## config.mk

```make
export PLATFORM = sky130hd
export DESIGN_NAME = permutation_unrank_chord_degree
export DESIGN_NICKNAME = d
export VERILOG_FILES = /design/src/rtl/puncd_pkg.sv /design/src/rtl/permutation_unrank_chord_degree.sv
export SDC_FILE = /design/constraint.sdc
export NUM_CORES = 1
export LEC_CHECK = 0
export BUFFER_PORTS_ARGS = -buffer_cell sky130_fd_sc_hd__buf_2
export CORE_MARGIN = 3
export CORE_UTILIZATION = 35
export CTS_CLUSTER_DIAMETER = 100
export CTS_CLUSTER_SIZE = 30
export DETAILED_ROUTE_END_ITERATION = 10
export PLACE_DENSITY_LB_ADDON = 0.15
export SKIP_CTS_REPAIR_TIMING = 1
export SLEW_MARGIN = 20
export SYNTH_ARGS = -nofsm -noshare
export SYNTH_HDL_FRONTEND = slang
export SYNTH_SLANG_ARGS = --single-unit
```

## constraint.sdc

```tcl
create_clock -name clk -period 7.8 [get_ports clk]
set_input_delay 0.39 -clock clk [delete_from_list [all_inputs] [get_ports clk]]
set_output_delay 0.39 -clock clk [all_outputs]
set_load 0.03 [all_outputs]
```

## src/rtl/puncd_pkg.sv

```systemverilog
// ----------------------------------------------------------------------------
// puncd_pkg
// Widths and register indexes shared by the permutation unrank block.
// ----------------------------------------------------------------------------
package puncd_pkg;

	// field widths
	localparam int POS_W   = 3;
	localparam int CNT_W   = 3;
	localparam int RANK_W  = 10;
	localparam int DEG_W   = 4;
	localparam int IDX_W   = 3;
	localparam int DIGIT_W = 3;

	// stream widths, padded to whole bytes
	localparam int S_TDATA_W = 8;
	localparam int M_TDATA_W = 8;

	// configuration port
	localparam int CFG_IDX_W  = 1;
	localparam int CFG_DATA_W = 10;

	localparam logic [CFG_IDX_W-1:0] REG_ELEMENT_COUNT = 1'd0;
	localparam logic [CFG_IDX_W-1:0] REG_PERM_RANK     = 1'd1;

	localparam logic [CNT_W-1:0]  ELEMENT_COUNT_RST = 3'd4;
	localparam logic [RANK_W-1:0] PERM_RANK_RST     = 10'd0;

	// reciprocal scaling for division by small constants
	localparam int RECIP_SHIFT = 16;
	localparam int PROD_W      = RANK_W + RECIP_SHIFT;

	// degrees below this value get one added
	localparam logic [DEG_W-1:0] DEG_ODD_LIMIT = 4'd7;

endpackage

```

## src/rtl/permutation_unrank_chord_degree.sv

```systemverilog
// ----------------------------------------------------------------------------
// permutation_unrank_chord_degree
// Pipelined lexicographic permutation unrank with chord degree mapping.
// ----------------------------------------------------------------------------
// Usage:
//   The configuration port sets element_count (index 0) and perm_rank
//   (index 1); the rank is used modulo element_count factorial. Each request
//   on the s_ side carries a position; the block answers with the element
//   of the unranked permutation at that position, mapped to a chord degree
//   (2k+1 below 7, else 2k) on m_tdata, and position_error on m_tuser.
//   An out of range position gives degree 0 with the error flag set.
// Throughput and stages:
//   One request per cycle while m_tready allows. Each factorial-base digit
//   takes three stages: reciprocal multiply, remainder correction, and
//   insertion into the index list.
// Reset and stall:
//   Reset empties the pipeline and loads element_count 4 and perm_rank 0.
//   Each stage holds its request while the next one is full and stalled,
//   so bubbles close up and nothing is lost or repeated under back pressure.
// ----------------------------------------------------------------------------
module permutation_unrank_chord_degree #(
	parameter int MAX_ELEMENTS = 6
) (
	input  logic clk,
	input  logic arst_n,

	// configuration write port
	input  logic                                cfg_we,
	input  logic [puncd_pkg::CFG_IDX_W-1:0]     cfg_index,
	input  logic [puncd_pkg::CFG_DATA_W-1:0]    cfg_data,

	// request stream
	input  logic                                s_tvalid,
	output logic                                s_tready,
	input  logic [puncd_pkg::S_TDATA_W-1:0]     s_tdata,   // [2:0] position

	// result stream
	output logic                                m_tvalid,
	input  logic                                m_tready,
	output logic [puncd_pkg::M_TDATA_W-1:0]     m_tdata,   // [3:0] chord_degree
	output logic                                m_tuser    // [0] position_error
);

	localparam int NUM_DIGITS = MAX_ELEMENTS - 1;
	localparam int NUM_REC    = 3 * NUM_DIGITS + 1;
	localparam int SEL_W      = (MAX_ELEMENTS > 1) ? $clog2(MAX_ELEMENTS) : 1;

	typedef struct packed {
		logic [puncd_pkg::POS_W-1:0]                         pos;
		logic [puncd_pkg::CNT_W-1:0]                         n;
		logic [puncd_pkg::RANK_W-1:0]                        q;
		logic [puncd_pkg::RANK_W-1:0]                        qe;
		logic [puncd_pkg::DIGIT_W-1:0]                       d;
		logic [MAX_ELEMENTS-1:0][puncd_pkg::IDX_W-1:0]       a;
	} rec_t;

	logic [puncd_pkg::CNT_W-1:0]  element_count_q;
	logic [puncd_pkg::RANK_W-1:0] perm_rank_q;

	rec_t             rec_s [NUM_REC];
	logic [NUM_REC-1:0] vld_s;
	logic [NUM_REC:0]   rdy;

	logic                             out_vld_s;
	logic [puncd_pkg::DEG_W-1:0]      out_deg_s;
	logic                             out_err_s;

	logic [puncd_pkg::CNT_W-1:0]      n_clamp;
	rec_t                             rec_entry;

	logic                             last_err;
	logic [puncd_pkg::CNT_W-1:0]      last_sel;
	logic [puncd_pkg::IDX_W-1:0]      last_idx;
	logic [puncd_pkg::DEG_W-1:0]      last_deg;

	// configuration registers
	always_ff @(posedge clk or negedge arst_n) begin
		if (!arst_n) begin
			element_count_q <= puncd_pkg::ELEMENT_COUNT_RST;
			perm_rank_q     <= puncd_pkg::PERM_RANK_RST;
		end else if (cfg_we) begin
			unique case (cfg_index)
				puncd_pkg::REG_ELEMENT_COUNT: begin
					element_count_q <= cfg_data[puncd_pkg::CNT_W-1:0];
				end
				puncd_pkg::REG_PERM_RANK: begin
					perm_rank_q <= cfg_data[puncd_pkg::RANK_W-1:0];
				end
				default: begin
				end
			endcase
		end
	end

	// ready chain, a stage loads when empty or when its successor loads
	assign rdy[NUM_REC] = !out_vld_s || m_tready;

	genvar k;
	generate
		for (k = 0; k < NUM_REC; k++) begin : g_rdy
			assign rdy[k] = !vld_s[k] || rdy[k+1];
		end
	endgenerate

	assign s_tready = rdy[0];

	// entry stage: clamp the element count, start with an all-zero index list
	always_comb begin
		if (element_count_q == '0) begin
			n_clamp = puncd_pkg::CNT_W'(1);
		end else if ({1'b0, element_count_q} > (puncd_pkg::CNT_W + 1)'(MAX_ELEMENTS)) begin
			n_clamp = puncd_pkg::CNT_W'(MAX_ELEMENTS);
		end else begin
			n_clamp = element_count_q;
		end
		rec_entry     = '0;
		rec_entry.pos = s_tdata[puncd_pkg::POS_W-1:0];
		rec_entry.n   = n_clamp;
		rec_entry.q   = perm_rank_q;
	end

	always_ff @(posedge clk or negedge arst_n) begin
		if (!arst_n) begin
			vld_s[0] <= 1'b0;
		end else if (rdy[0]) begin
			vld_s[0] <= s_tvalid;
		end
	end

	always_ff @(posedge clk) begin
		if (rdy[0]) begin
			rec_s[0] <= rec_entry;
		end
	end

	// three stages per factorial-base digit j, divisor j+1
	genvar j;
	generate
		for (j = 1; j <= NUM_DIGITS; j++) begin : g_digit
			localparam int DV     = j + 1;
			localparam int RECIP  = (1 << puncd_pkg::RECIP_SHIFT) / DV;
			localparam int K_MUL  = 3 * j - 2;
			localparam int K_FIX  = 3 * j - 1;
			localparam int K_INS  = 3 * j;

			logic [puncd_pkg::PROD_W-1:0]   prod;
			rec_t                           mul_nxt;
			logic [puncd_pkg::RANK_W+3:0]   back;
			logic [puncd_pkg::RANK_W+3:0]   rem;
			rec_t                           fix_nxt;
			rec_t                           ins_nxt;

			// estimate of q / (j+1), low by at most one
			always_comb begin
				mul_nxt    = rec_s[K_MUL-1];
				prod       = puncd_pkg::PROD_W'(rec_s[K_MUL-1].q)
				           * puncd_pkg::PROD_W'(RECIP);
				mul_nxt.qe = prod[puncd_pkg::PROD_W-1:puncd_pkg::RECIP_SHIFT];
			end

			// remainder and one correction step give the digit and the quotient
			always_comb begin
				fix_nxt = rec_s[K_FIX-1];
				back    = (puncd_pkg::RANK_W + 4)'(rec_s[K_FIX-1].qe)
				        * (puncd_pkg::RANK_W + 4)'(DV);
				rem     = (puncd_pkg::RANK_W + 4)'(rec_s[K_FIX-1].q) - back;
				if (rem >= (puncd_pkg::RANK_W + 4)'(DV)) begin
					fix_nxt.q = rec_s[K_FIX-1].qe + puncd_pkg::RANK_W'(1);
					fix_nxt.d = puncd_pkg::DIGIT_W'(rem - (puncd_pkg::RANK_W + 4)'(DV));
				end else begin
					fix_nxt.q = rec_s[K_FIX-1].qe;
					fix_nxt.d = puncd_pkg::DIGIT_W'(rem);
				end
			end

			// insert the digit; digits at or above n are beyond n! and dropped
			always_comb begin
				ins_nxt = rec_s[K_INS-1];
				if ((puncd_pkg::CNT_W + 1)'(j) < {1'b0, rec_s[K_INS-1].n}) begin
					ins_nxt.a[j] = puncd_pkg::IDX_W'(rec_s[K_INS-1].d);
					for (int i = 0; i < j; i++) begin
						if (rec_s[K_INS-1].a[i] >= puncd_pkg::IDX_W'(rec_s[K_INS-1].d)) begin
							ins_nxt.a[i] = rec_s[K_INS-1].a[i] + puncd_pkg::IDX_W'(1);
						end
					end
				end
			end

			always_ff @(posedge clk or negedge arst_n) begin
				if (!arst_n) begin
					vld_s[K_MUL] <= 1'b0;
					vld_s[K_FIX] <= 1'b0;
					vld_s[K_INS] <= 1'b0;
				end else begin
					if (rdy[K_MUL]) begin
						vld_s[K_MUL] <= vld_s[K_MUL-1];
					end
					if (rdy[K_FIX]) begin
						vld_s[K_FIX] <= vld_s[K_FIX-1];
					end
					if (rdy[K_INS]) begin
						vld_s[K_INS] <= vld_s[K_INS-1];
					end
				end
			end

			always_ff @(posedge clk) begin
				if (rdy[K_MUL]) begin
					rec_s[K_MUL] <= mul_nxt;
				end
				if (rdy[K_FIX]) begin
					rec_s[K_FIX] <= fix_nxt;
				end
				if (rdy[K_INS]) begin
					rec_s[K_INS] <= ins_nxt;
				end
			end
		end
	endgenerate

	// output stage: pick the index at the position, map it to a degree
	always_comb begin
		last_err = {1'b0, rec_s[NUM_REC-1].pos} >= {1'b0, rec_s[NUM_REC-1].n};
		last_sel = rec_s[NUM_REC-1].n - puncd_pkg::CNT_W'(1) - rec_s[NUM_REC-1].pos;
		last_idx = rec_s[NUM_REC-1].a[last_sel[SEL_W-1:0]];
		last_deg = {last_idx, 1'b0};
		if (last_deg < puncd_pkg::DEG_ODD_LIMIT) begin
			last_deg = last_deg + puncd_pkg::DEG_W'(1);
		end
		if (last_err) begin
			last_deg = '0;
		end
	end

	always_ff @(posedge clk or negedge arst_n) begin
		if (!arst_n) begin
			out_vld_s <= 1'b0;
		end else if (rdy[NUM_REC]) begin
			out_vld_s <= vld_s[NUM_REC-1];
		end
	end

	always_ff @(posedge clk) begin
		if (rdy[NUM_REC]) begin
			out_deg_s <= last_deg;
			out_err_s <= last_err;
		end
	end

	assign m_tvalid = out_vld_s;
	assign m_tdata  = puncd_pkg::M_TDATA_W'(out_deg_s);
	assign m_tuser  = out_err_s;

endmodule
```

* Word-level counts from Yosys, hierarchy flattened
Memory sizes are Yosys's and may differ from the RTL's.
Index checks and enable logic that the tools add are counted.
** Operators by class
- Multipliers :: 6
- Mux-type cells :: 67
- Reduce and logical (&&, ||, !) cells :: 38
- $add $sub $neg :: 33
- Order comparisons :: 29
- Bitwise logic cells :: 2
** Operator list (count)
- $mux 3 :: 23
- $add 10x1->10 const B :: 5
- $mux 10 :: 5
- $ge 3x3->1 :: 16
- $add 3x1->3 const B :: 15
- $ge 14x3->1 const B :: 3
- $mux 1 :: 32
- $ge 14x2->1 const B :: 2
- $sub 10x13->14 :: 2
- $sub 10x12->13 :: 2
- $mul 10x15->25 const B :: 1
- $mul 10x14->24 const B :: 1
- $mul 10x2->12 const B :: 2
- $mul 10x13->23 const B :: 1
- $mux 18 :: 1
- $logic_not 1->1 :: 17
- $logic_or 1x1->1 :: 17
- $mux 15 :: 1
- $sub 3x3->3 const B :: 5
- $mul 10x3->13 const B :: 1
- $mux 12 :: 1
- $sub 10x11->12 :: 1
- $bmux 3 s3 :: 1
- $mux 9 :: 1
- other kinds (15) :: 19
** Word-level totals
- Flip-flop bits (word level) :: 35
- Input port bits :: 24
- Bits in writable memories :: 752
- Memories kept :: 1
** Memory list
- rec_s :: words 16, width 47, read ports 16, clocked after Yosys merged registers in 0, wr ports 16, RTL line permutation_unrank_chord_degree.sv:60 : rec_t rec_s [NUM_REC];

* Depth between registers and ports, before layout
Gate-level depths: netlist of run 1.
- Depth after elaboration :: 20
- Mapped depth :: 19
- Mapped depth without buffers :: 19

* Least setup slack after synthesis of run 1
OpenSTA, ideal clock, no wires.
- Path kind :: register to register
- From :: memory rec_s[0][176] (netlist name)
- To :: memory rec_s[0][216] (netlist name) (data pin)
- Stages on the path, launching flop included :: 17
- Arrival :: 4.548 ns
- Path buffers :: 0
- Slack :: 2.995 ns
- Setup time :: 0.258 ns
- Period minus slack after synthesis :: 4.805 ns
- Cell sequence :: edfxtp_1 ha_1 ha_1 fa_1 fa_1 inv_1 fa_1 inv_1 ha_1 a21oi_1 nand2_1 a211o_1 o2111ai_1 a21oi_1 or3_1 a21oi_1 xnor2_1
** RTL lines (RTL line)
- start: declaration :: permutation_unrank_chord_degree.sv:60

==> summary.txt, run 1 <==
worst-case clock skew: 0.02230 ns
pin count of the biggest net entering global routing: 39
arrival time reported for the critical path endpoint: 5.60 ns
startpoint-to-endpoint class of the critical path: reg2reg
Reg2Reg Depth: 16
insertion delay of the later-clocked pin in the worst-skew pair: 0.55 ns
max_cap viols: 0
critical-path cell with the highest stage delay: sky130_fd_sc_hd__fa_1
launch instance of the worst min-delay path: cfg_data[0]
most numerous cell types in the synthesized netlist: sky130_fd_sc_hd__edfxtp_1 (389), sky130_fd_sc_hd__ha_1 (261), sky130_fd_sc_hd__inv_1 (174), sky130_fd_sc_hd__fa_1 (66), sky130_fd_sc_hd__nor2_1 (61)
DRC marker count from the first detailed-route iteration: 402
Cells after Synth: 1463
number of global-route vias before repair: 10890
vias per std cell: 4.528
sink count of the clock tree: 419
flop and latch count out of synthesis: 419
count of H-tree levels built during CTS: 1
initial core utilization: 35.70%
core region area: 59580 um2
routed length per instance: 13.78 um
clock buffer count from CTS: 20
outcome: completed
Yosys Warn Count: 0
endpoints failing setup: 0
clock tree from TritonCTS: yes
Post-Syn Area: 21270 um2
Congestion Overflow GR: 0
total negative slack for setup checks: 0 ns
asr flop ratio synth: 7.160%
area share of the largest cell type after synthesis: 54.93%
Relative slew margins: 31.14%
clock-pin slew on the worst setup and hold paths: 0.10 ns
count of buffers from port buffering: 25
total buffers and inverters traversed by the critical path: 2
final number of max-transition violations: 0
unique cell type count in the Yosys netlist: 64
initial antenna violation count: 0
number of nets still failing antenna checks after routing: 0
Total Wirelength: 31750 um
number of top-level design ports: 35
number of standard-cell rows in the floorplan: 89
wire length on met3: 711 um
Antenna Diode Count: 0
height of the die: 252.5 um
DRT met1 WL: 13540 um
first-pass iteration count of the detailed router: 4
final weighted congestion in routability-driven placement: 0.7551
Data required, critical path: 8.09 ns
crit share post-route: 68.00%
slack of the critical path: 2.496 ns
setup slack on the worst flop-to-flop path: 2.50 ns
fraction of layout instances using a drive strength above 1: 6.532%
Detail Placement HPWL: 24900 um
global-route wire length before repair: 54290 um
mean area per synthesized cell: 14.54 um2
topmost layer with routed signal wires: met4
Worst Setup End Kind: register
reg-to-reg critical path startpoint: rec_s[0][178]
Final Hold Vio Count: 0
endpoint of the most critical register-to-register path: rec_s[0][216]
unrepaired setup endpoints after global routing: no
Top FF cell, synth: sky130_fd_sc_hd__edfxtp_1
startpoint type of the worst setup path: register
floorplan die width: 252.5 um
sequential-to-total area share from yosys stat: 58.46%
total met2 wirelength after detailed routing: 17010 um
cell chain of the critical path: ha_1 -> ha_1 -> fa_1 -> fa_1 -> inv_1 -> fa_1 -> inv_1 -> ha_1 -> a21oi_1 -> nand2_1 -> a211o_1 -> o2111ai_1 -> a21oi_1 -> or3_1 -> a21oi_1 -> xnor2_1
dpl ws: 2.453 ns
worst slew pin tran: 1.032 ns
critical path's largest stage delay: 0.61 ns
number of flops mapped to enable cells by yosys: 389
Hold WC Path Type: in2reg
largest cells by area after synthesis: sky130_fd_sc_hd__edfxtp_1 (55%), sky130_fd_sc_hd__ha_1 (15%), sky130_fd_sc_hd__fa_1 (6.2%), sky130_fd_sc_hd__dfrtp_1 (3.4%), sky130_fd_sc_hd__inv_1 (3.1%)
drc violations: 0
layout overhead on the synthesized area: 8.584%
Hold Path End: element_count_q[0]
maximum clock rate: 188.5 MHz
maximum fanout along the worst path: 4
clock period minus worst slack: 5.304 ns
cell family contributing the most delay on the critical path: adder cells
cell taking the most area after synthesis: sky130_fd_sc_hd__edfxtp_1
Die ar.: 63760 um2
CTS Root Cell: sky130_fd_sc_hd__clkbuf_16
Fill cells: 5515
Total Routing Usage GR: 10.34%
most repeated cell in the gate-level netlist after synthesis: sky130_fd_sc_hd__edfxtp_1
vias after detailed routing: 10430
Hold Path Stages: 3
Max Root-Sink Buffers: 3
count of nets after finishing: 1868
-- final cells by class --
cell class,instances,area (um2),share of cell area [%]
clock buffers,29,555.5,2.406
clock inverters,7,106.4,0.4606
inverters,174,653.1,2.828
multi-input cells,867,8164,35.35
flip-flops and latches,419,12430,53.84
well taps,773,967.2,4.188
repair buffers,35,212.7,0.9211
-- how the worst max path moves through the flow --
stage	from	to	slack [ns]	cells past startpoint
final	rec_s[0][178]	rec_s[0][216]	2.50	16
after detailed placement	rec_s[0][178]	rec_s[0][216]	2.45	16
after global placement	rec_s[0][178]	rec_s[0][216]	2.48	16
after CTS	rec_s[0][178]	rec_s[0][216]	2.42	16
after global routing	rec_s[0][178]	rec_s[0][216]	2.19	16
after floorplan	rec_s[0][176]	rec_s[0][216]	2.99	16
-- cells in the final DEF (no fill, tap or decap), types with 4 or more instances in the layout --
cell type / instances
sky130_fd_sc_hd__edfxtp_1: 389
sky130_fd_sc_hd__ha_1: 261
sky130_fd_sc_hd__inv_1: 174
sky130_fd_sc_hd__fa_1: 66
sky130_fd_sc_hd__nor2_1: 61
sky130_fd_sc_hd__xnor2_1: 60
sky130_fd_sc_hd__a21oi_1: 47
sky130_fd_sc_hd__nand2_1: 45
sky130_fd_sc_hd__nand2b_1: 31
sky130_fd_sc_hd__a21o_1: 30
sky130_fd_sc_hd__dfrtp_1: 29
sky130_fd_sc_hd__nor3_1: 26
sky130_fd_sc_hd__mux2_2: 26
sky130_fd_sc_hd__buf_2: 25
sky130_fd_sc_hd__xor2_1: 22
sky130_fd_sc_hd__clkbuf_16: 21
sky130_fd_sc_hd__o21ai_0: 20
sky130_fd_sc_hd__nor2b_1: 19
sky130_fd_sc_hd__nand3_1: 15
sky130_fd_sc_hd__and3_1: 12
sky130_fd_sc_hd__and2_1: 11
sky130_fd_sc_hd__o21a_1: 9
sky130_fd_sc_hd__nand4_1: 8
sky130_fd_sc_hd__clkbuf_1: 8
sky130_fd_sc_hd__a31oi_1: 7
sky130_fd_sc_hd__conb_1: 7
sky130_fd_sc_hd__or2_2: 6
sky130_fd_sc_hd__mux2i_1: 6
sky130_fd_sc_hd__o21bai_1: 5
sky130_fd_sc_hd__o2111ai_1: 5
sky130_fd_sc_hd__nor3b_1: 5
sky130_fd_sc_hd__dlygate4sd3_1: 5
sky130_fd_sc_hd__buf_4: 5
sky130_fd_sc_hd__a211o_1: 4
sky130_fd_sc_hd__o41ai_1: 4
sky130_fd_sc_hd__nor4_1: 4
-- routing by layer --
metal  up-vias  track usage, %
met3        30           1.297
met4         0           1.763
met1      4997           12.32
met2        63           20.08
met5         -               0
li1       5343               -
-- cells by family after synthesis --
kind of cell               count (synthesis)  share of synthesized area (%)
DFF                                      419                          58.46
adders and majority gates                327                          21.57
and+or+nand+nor                          255                          6.131
buffers and inverters                    183                          3.324
AOI/OAI and AO/OA                        158                          4.966
xor gates and xnor gates                  82                          3.377
muxes                                     38                          2.153
other                                      1                        0.01763
-- tightest hold or removal path, stage by stage --
cell and delay (ns):
sky130_fd_sc_hd__buf_2 0.09, sky130_fd_sc_hd__nand2_1 0.04, sky130_fd_sc_hd__o21ai_0 0.06
-- per-stage QoR --
step | hold slack (ns) | cell area (um2) | util [%] | std cells
floorplan | 0.09441 | 21290 | - | 1469
CTS | -0.1039 | 23030 | 38.66 | 2299
detailed placement | 0.4045 | 22370 | 37.54 | 2263
global route | 0.02688 | 23090 | 38.76 | 2304
global placement | 0.4004 | 22370 | 37.54 | 2263
finish | 0.05910 | 23090 | 38.76 | 2304
-- sequential cells by signal (all words and copies together) (netlist names) --
name             cells
perm_rank_q         10
element_count_q      3
m_tvalid             1
m_tuser              1
vld_s               16
rec_s              384
out_deg_s            4
Power of run 1 is not shown: default switching activity piles up to over one toggle a cycle in this logic, so the estimate is an artifact.
==> inputs of run 2 (changes only) <==
- clock period: 7.8 -> 4.6 ns (I/O delays scaled with it)
==> summary.txt, run 2 (synthesis gave the netlist of run 1 again) <==
area used by sequential logic in the layout: 12430 um2
most frequent standard cell in the layout excluding fill and tap cells: sky130_fd_sc_hd__edfxtp_1
initial core utilization: 35.70%
Worst Setup End Kind: register
Global Route met2 Usage: 20.63%
Detail Placement HPWL: 26070 um
met3 layer usage reported by global route: 1.420%
Layout Utilization: 40.46%
Congestion Overflow GR: 0
Hold Path End: element_count_q[0]
DRC marker count from the first detailed-route iteration: 388
startpoint type of the worst setup path: register
clock-pin slew on the worst setup and hold paths: 0.10 ns
final weighted congestion in routability-driven placement: 0.7656
final number of max-transition violations: 0
routed length per instance: 13.97 um
Fill cells: 5542
Antenna Diode Count: 0
Relative slew margins: 28.94%
Total Wirelength: 33220 um
fraction of layout instances using a drive strength above 1: 14.03%
cell chain of the critical path: ha_4 -> ha_4 -> fa_2 -> fa_1 -> inv_1 -> fa_1 -> inv_2 -> ha_4 -> a21oi_2 -> nand2_1 -> a211o_1 -> o2111ai_2 -> a21oi_2 -> or3_4 -> a21oi_2 -> xnor2_1
Reg with most FFs: rec_s
floorplan die width: 252.5 um
unrepaired setup endpoints after global routing: yes
first-pass iteration count of the detailed router: 4
number of global-route vias before repair: 11300
endpoints failing setup: 1
cell family contributing the most delay on the critical path: adder cells
maximum fanout along the worst path: 3
Hold WC Path Type: in2reg
slack of the critical path: -0.02062 ns
worst slew pin tran: 1.065 ns
clock tree from TritonCTS: yes
outcome: complete, but fails checks
maximum clock rate: 216.4 MHz
critical path's largest stage delay: 0.54 ns
number of standard-cell rows in the floorplan: 89
vias per std cell: 4.550
Data required, critical path: 4.91 ns
max_cap viols: 0
max FFs per register: 384
Reg2Reg Depth: 16
met1 Use GR: 12.39%
Die ar.: 63760 um2
area used by multi-input combinational logic: 8538 um2
global-route wire length before repair: 55470 um
worst-case clock skew: 0.03246 ns
number of top-level design ports: 35
initial antenna violation count: 0
arrival time reported for the critical path endpoint: 4.93 ns
Total Routing Usage GR: 10.61%
startpoint-to-endpoint class of the critical path: reg2reg
setup slack on the worst flop-to-flop path: -0.02 ns
final standard cell area without fillers: 24110 um2
post-route worst hold slack: 0.05034 ns
clock buffer count from CTS: 21
sink count of the clock tree: 419
drc violations: 0
most used cells in the layout excluding fill and tap cells: sky130_fd_sc_hd__edfxtp_1 (389), sky130_fd_sc_hd__ha_1 (238), sky130_fd_sc_hd__inv_1 (160)
clock period minus worst slack: 4.621 ns
core region area: 59580 um2
Hold Path Stages: 4
total placed instance area: 22840 um2
height of the die: 252.5 um
Max Root-Sink Buffers: 3
launch instance of the worst min-delay path: cfg_index
critical-path cell with the highest stage delay: sky130_fd_sc_hd__fa_1
crit share post-route: 100.4%
layout overhead on the synthesized area: 13.35%
count of H-tree levels built during CTS: 1
total buffers and inverters traversed by the critical path: 2
count of nets after finishing: 1942
Final Hold Vio Count: 0
reg-to-reg critical path startpoint: rec_s[0][176]
dpl ws: -0.1721 ns
failing checks: negative setup slack
pin count of the biggest net entering global routing: 37
insertion delay of the later-clocked pin in the worst-skew pair: 0.55 ns
endpoint of the most critical register-to-register path: rec_s[0][216]
CTS Root Cell: sky130_fd_sc_hd__clkbuf_16
biggest regs: rec_s x384, vld_s x16, perm_rank_q x10
count of buffers from port buffering: 25
vias after detailed routing: 10820
number of nets still failing antenna checks after routing: 0
busiest layer in global routing: met2
## run 2: cell types whose count changed in the layout (fill, tap and decap cells not counted), sizes merged
cell / change
buf: +63
dlygate4sd3: +10
clkinv: +4
clkbuf: -3
bufinv: +1
clkinvlp: -1
inv: -1
## run 2: worst max-delay path by stage
stage / startpoint / slack [ns] / endpoint / cells after the start
2_1_floorplan: rec_s[1][223] / 0.007 / rec_s[1][263] / 14
3_3_place_gp: rec_s[0][178] / -0.16 / rec_s[0][216] / 16
3_5_place_dp: rec_s[1][223] / -0.17 / rec_s[1][263] / 14
4_1_cts: rec_s[0][178] / -0.20 / rec_s[0][216] / 16
5_1_grt: rec_s[0][175] / -0.22 / rec_s[0][216] / 19
6_report: rec_s[0][176] / -0.02 / rec_s[0][216] / 16
## run 2: routing by layer
layer,share of wire (%),vias up
met5,0,-
met4,1.9,0
met3,2.1,37
met2,54,74
met1,42,5218
li1,-,5486
## run 2: worst register-to-register path, cell delays in order, from the launching register on
cell,delay (ns)
sky130_fd_sc_hd__edfxtp_1,0.45
sky130_fd_sc_hd__ha_4,0.28
sky130_fd_sc_hd__ha_4,0.28
sky130_fd_sc_hd__fa_2,0.47
sky130_fd_sc_hd__fa_1,0.54
sky130_fd_sc_hd__inv_1,0.05
sky130_fd_sc_hd__fa_1,0.52
sky130_fd_sc_hd__inv_2,0.06
sky130_fd_sc_hd__ha_4,0.24
sky130_fd_sc_hd__a21oi_2,0.13
sky130_fd_sc_hd__nand2_1,0.08
sky130_fd_sc_hd__a211o_1,0.33
sky130_fd_sc_hd__o2111ai_2,0.22
sky130_fd_sc_hd__a21oi_2,0.10
sky130_fd_sc_hd__or3_4,0.40
sky130_fd_sc_hd__a21oi_2,0.14
sky130_fd_sc_hd__xnor2_1,0.08
## run 2: layout make-up
| cell class | instances | share of cell area (%) |
|---|---|---|
| Tap cell | 773 | 4.012 |
| Clock inverter | 10 | 0.7319 |
| Clock buffer | 26 | 2.258 |
| Sequential cell | 419 | 51.58 |
| Multi-Input combinational cell | 867 | 35.42 |
| Inverter | 174 | 2.709 |
| Timing Repair Buffer | 108 | 3.291 |
## run 2: metrics by stage
stage	setup TNS [ns]	cells
2_1_floorplan	0	1469
3_3_place_gp	-0.4710	2317
3_5_place_dp	-0.8303	2317
4_1_cts	-1.211	2353
5_1_grt	-0.7424	2377
6_report	-0.02062	2377
Power of run 2 is left out for the same reason.
==> inputs of run 3 (changes only) <==
- MAX_ROUTING_LAYER: unset -> met4
==> summary.txt, run 3 (synthesis gave the netlist of run 1 again) <==
first-pass iteration count of the detailed router: 4
Worst Setup End Kind: register
Max Root-Sink Buffers: 3
final standard cell area without fillers: 24110 um2
clock buffer count from CTS: 21
endpoints failing setup: 1
Total Wirelength: 33260 um
Total Routing Usage GR: 10.93%
Detail Placement HPWL: 26070 um
initial antenna violation count: 0
height of the die: 252.5 um
worst slew pin tran: 1.065 ns
maximum clock rate: 216.4 MHz
drc violations: 0
unrepaired setup endpoints after global routing: yes
Die ar.: 63760 um2
Congestion Overflow GR: 0
startpoint type of the worst setup path: register
number of top-level design ports: 35
Hold WC Path Type: in2reg
Final Hold Vio Count: 0
pin count of the biggest net entering global routing: 37
vias after detailed routing: 10840
sink count of the clock tree: 419
count of nets after finishing: 1942
failing checks: negative setup slack
final number of max-transition violations: 0
outcome: complete, but fails checks
clock tree from TritonCTS: yes
count of buffers from port buffering: 25
launch instance of the worst min-delay path: cfg_index
most frequent standard cell in the layout excluding fill and tap cells: sky130_fd_sc_hd__edfxtp_1
maximum fanout along the worst path: 3
slack of the critical path: -0.02182 ns
crit share post-route: 100.5%
Reg with most FFs: rec_s
count of H-tree levels built during CTS: 1
Hold Path Stages: 4
layout overhead on the synthesized area: 13.35%
vias per std cell: 4.562
dpl ws: -0.1721 ns
number of nets still failing antenna checks after routing: 0
insertion delay of the later-clocked pin in the worst-skew pair: 0.55 ns
final weighted congestion in routability-driven placement: 0.7758
initial core utilization: 35.70%
max_cap viols: 0
most used cells in the layout excluding fill and tap cells: sky130_fd_sc_hd__edfxtp_1 (389), sky130_fd_sc_hd__ha_1 (238), sky130_fd_sc_hd__inv_1 (160)
startpoint-to-endpoint class of the critical path: reg2reg
biggest regs: rec_s x384, vld_s x16, perm_rank_q x10
total placed instance area: 22840 um2
Hold Path End: element_count_q[0]
setup slack on the worst flop-to-flop path: -0.02 ns
global-route wire length before repair: 55460 um
Relative slew margins: 28.91%
worst-case clock skew: 0.03249 ns
endpoint of the most critical register-to-register path: rec_s[0][216]
reg-to-reg critical path startpoint: rec_s[0][176]
DRC marker count from the first detailed-route iteration: 377
arrival time reported for the critical path endpoint: 4.93 ns
floorplan die width: 252.5 um
routed length per instance: 13.99 um
CTS Root Cell: sky130_fd_sc_hd__clkbuf_16
fraction of layout instances using a drive strength above 1: 14.03%
Data required, critical path: 4.91 ns
max FFs per register: 384
number of global-route vias before repair: 11300
Reg2Reg Depth: 16
clock-pin slew on the worst setup and hold paths: 0.10 ns
Antenna Diode Count: 0
number of standard-cell rows in the floorplan: 89
clock period minus worst slack: 4.622 ns
core region area: 59580 um2
[run 3: cell counts in the layout (fill, tap and decap cells not counted)]
Identical to the previous run, type by type.
[run 3: critical path: stages, from the launching register on]
cell and delay [ns]:
sky130_fd_sc_hd__edfxtp_1 0.45, sky130_fd_sc_hd__ha_4 0.28, sky130_fd_sc_hd__ha_4 0.28, sky130_fd_sc_hd__fa_2 0.47, sky130_fd_sc_hd__fa_1 0.54, sky130_fd_sc_hd__inv_1 0.05
sky130_fd_sc_hd__fa_1 0.52, sky130_fd_sc_hd__inv_2 0.06, sky130_fd_sc_hd__ha_4 0.24, sky130_fd_sc_hd__a21oi_2 0.13, sky130_fd_sc_hd__nand2_1 0.08, sky130_fd_sc_hd__a211o_1 0.33
sky130_fd_sc_hd__o2111ai_2 0.22, sky130_fd_sc_hd__a21oi_2 0.10, sky130_fd_sc_hd__or3_4 0.40, sky130_fd_sc_hd__a21oi_2 0.14, sky130_fd_sc_hd__xnor2_1 0.08
[run 3: cell type report]
cell class | count | area, um2
Fill cell | 5542 | 35470
Clock inverter | 10 | 176.4
Inverter | 174 | 653.1
Clock buffer | 26 | 544.3
Multi-Input combinational cell | 867 | 8538
Sequential cell | 419 | 12430
Tap cell | 773 | 967.2
Timing Repair Buffer | 108 | 793.3
[run 3: worst max path at each step]
stage                  start            end  slack (ns)  cells past startpoint
2_1_floorplan  rec_s[1][223]  rec_s[1][263]       0.007                     14
6_report       rec_s[0][176]  rec_s[0][216]       -0.02                     16
3_3_place_gp   rec_s[0][178]  rec_s[0][216]       -0.16                     16
4_1_cts        rec_s[0][178]  rec_s[0][216]       -0.20                     16
5_1_grt        rec_s[0][173]  rec_s[0][216]       -0.22                     19
3_5_place_dp   rec_s[1][223]  rec_s[1][263]       -0.17                     14
[run 3: stage by stage]
stage / hold slack (ns) / setup TNS [ns] / utilization (%) / instances
final: 0.05011 / -0.02182 / 40.46 / 2377
after CTS: -0.2785 / -1.211 / 39.54 / 2353
after global routing: 0.07419 / -0.7367 / 40.46 / 2377
after detailed placement: 0.3366 / -0.8303 / 38.33 / 2317
after floorplan: -0.06559 / 0 / - / 1469
after global placement: 0.3291 / -0.4710 / 38.33 / 2317
[run 3: per-layer routing]
layer / wire length [um] / share of wire [%] / GRT usage [%]
met1: 13980 / 42 / 12.37
met2: 17970 / 54 / 20.63
met5: 0 / 0 / -
met3: 691 / 2.1 / 1.420
met4: 614 / 1.8 / 2.175
Power of run 3 is left out for the same reason.
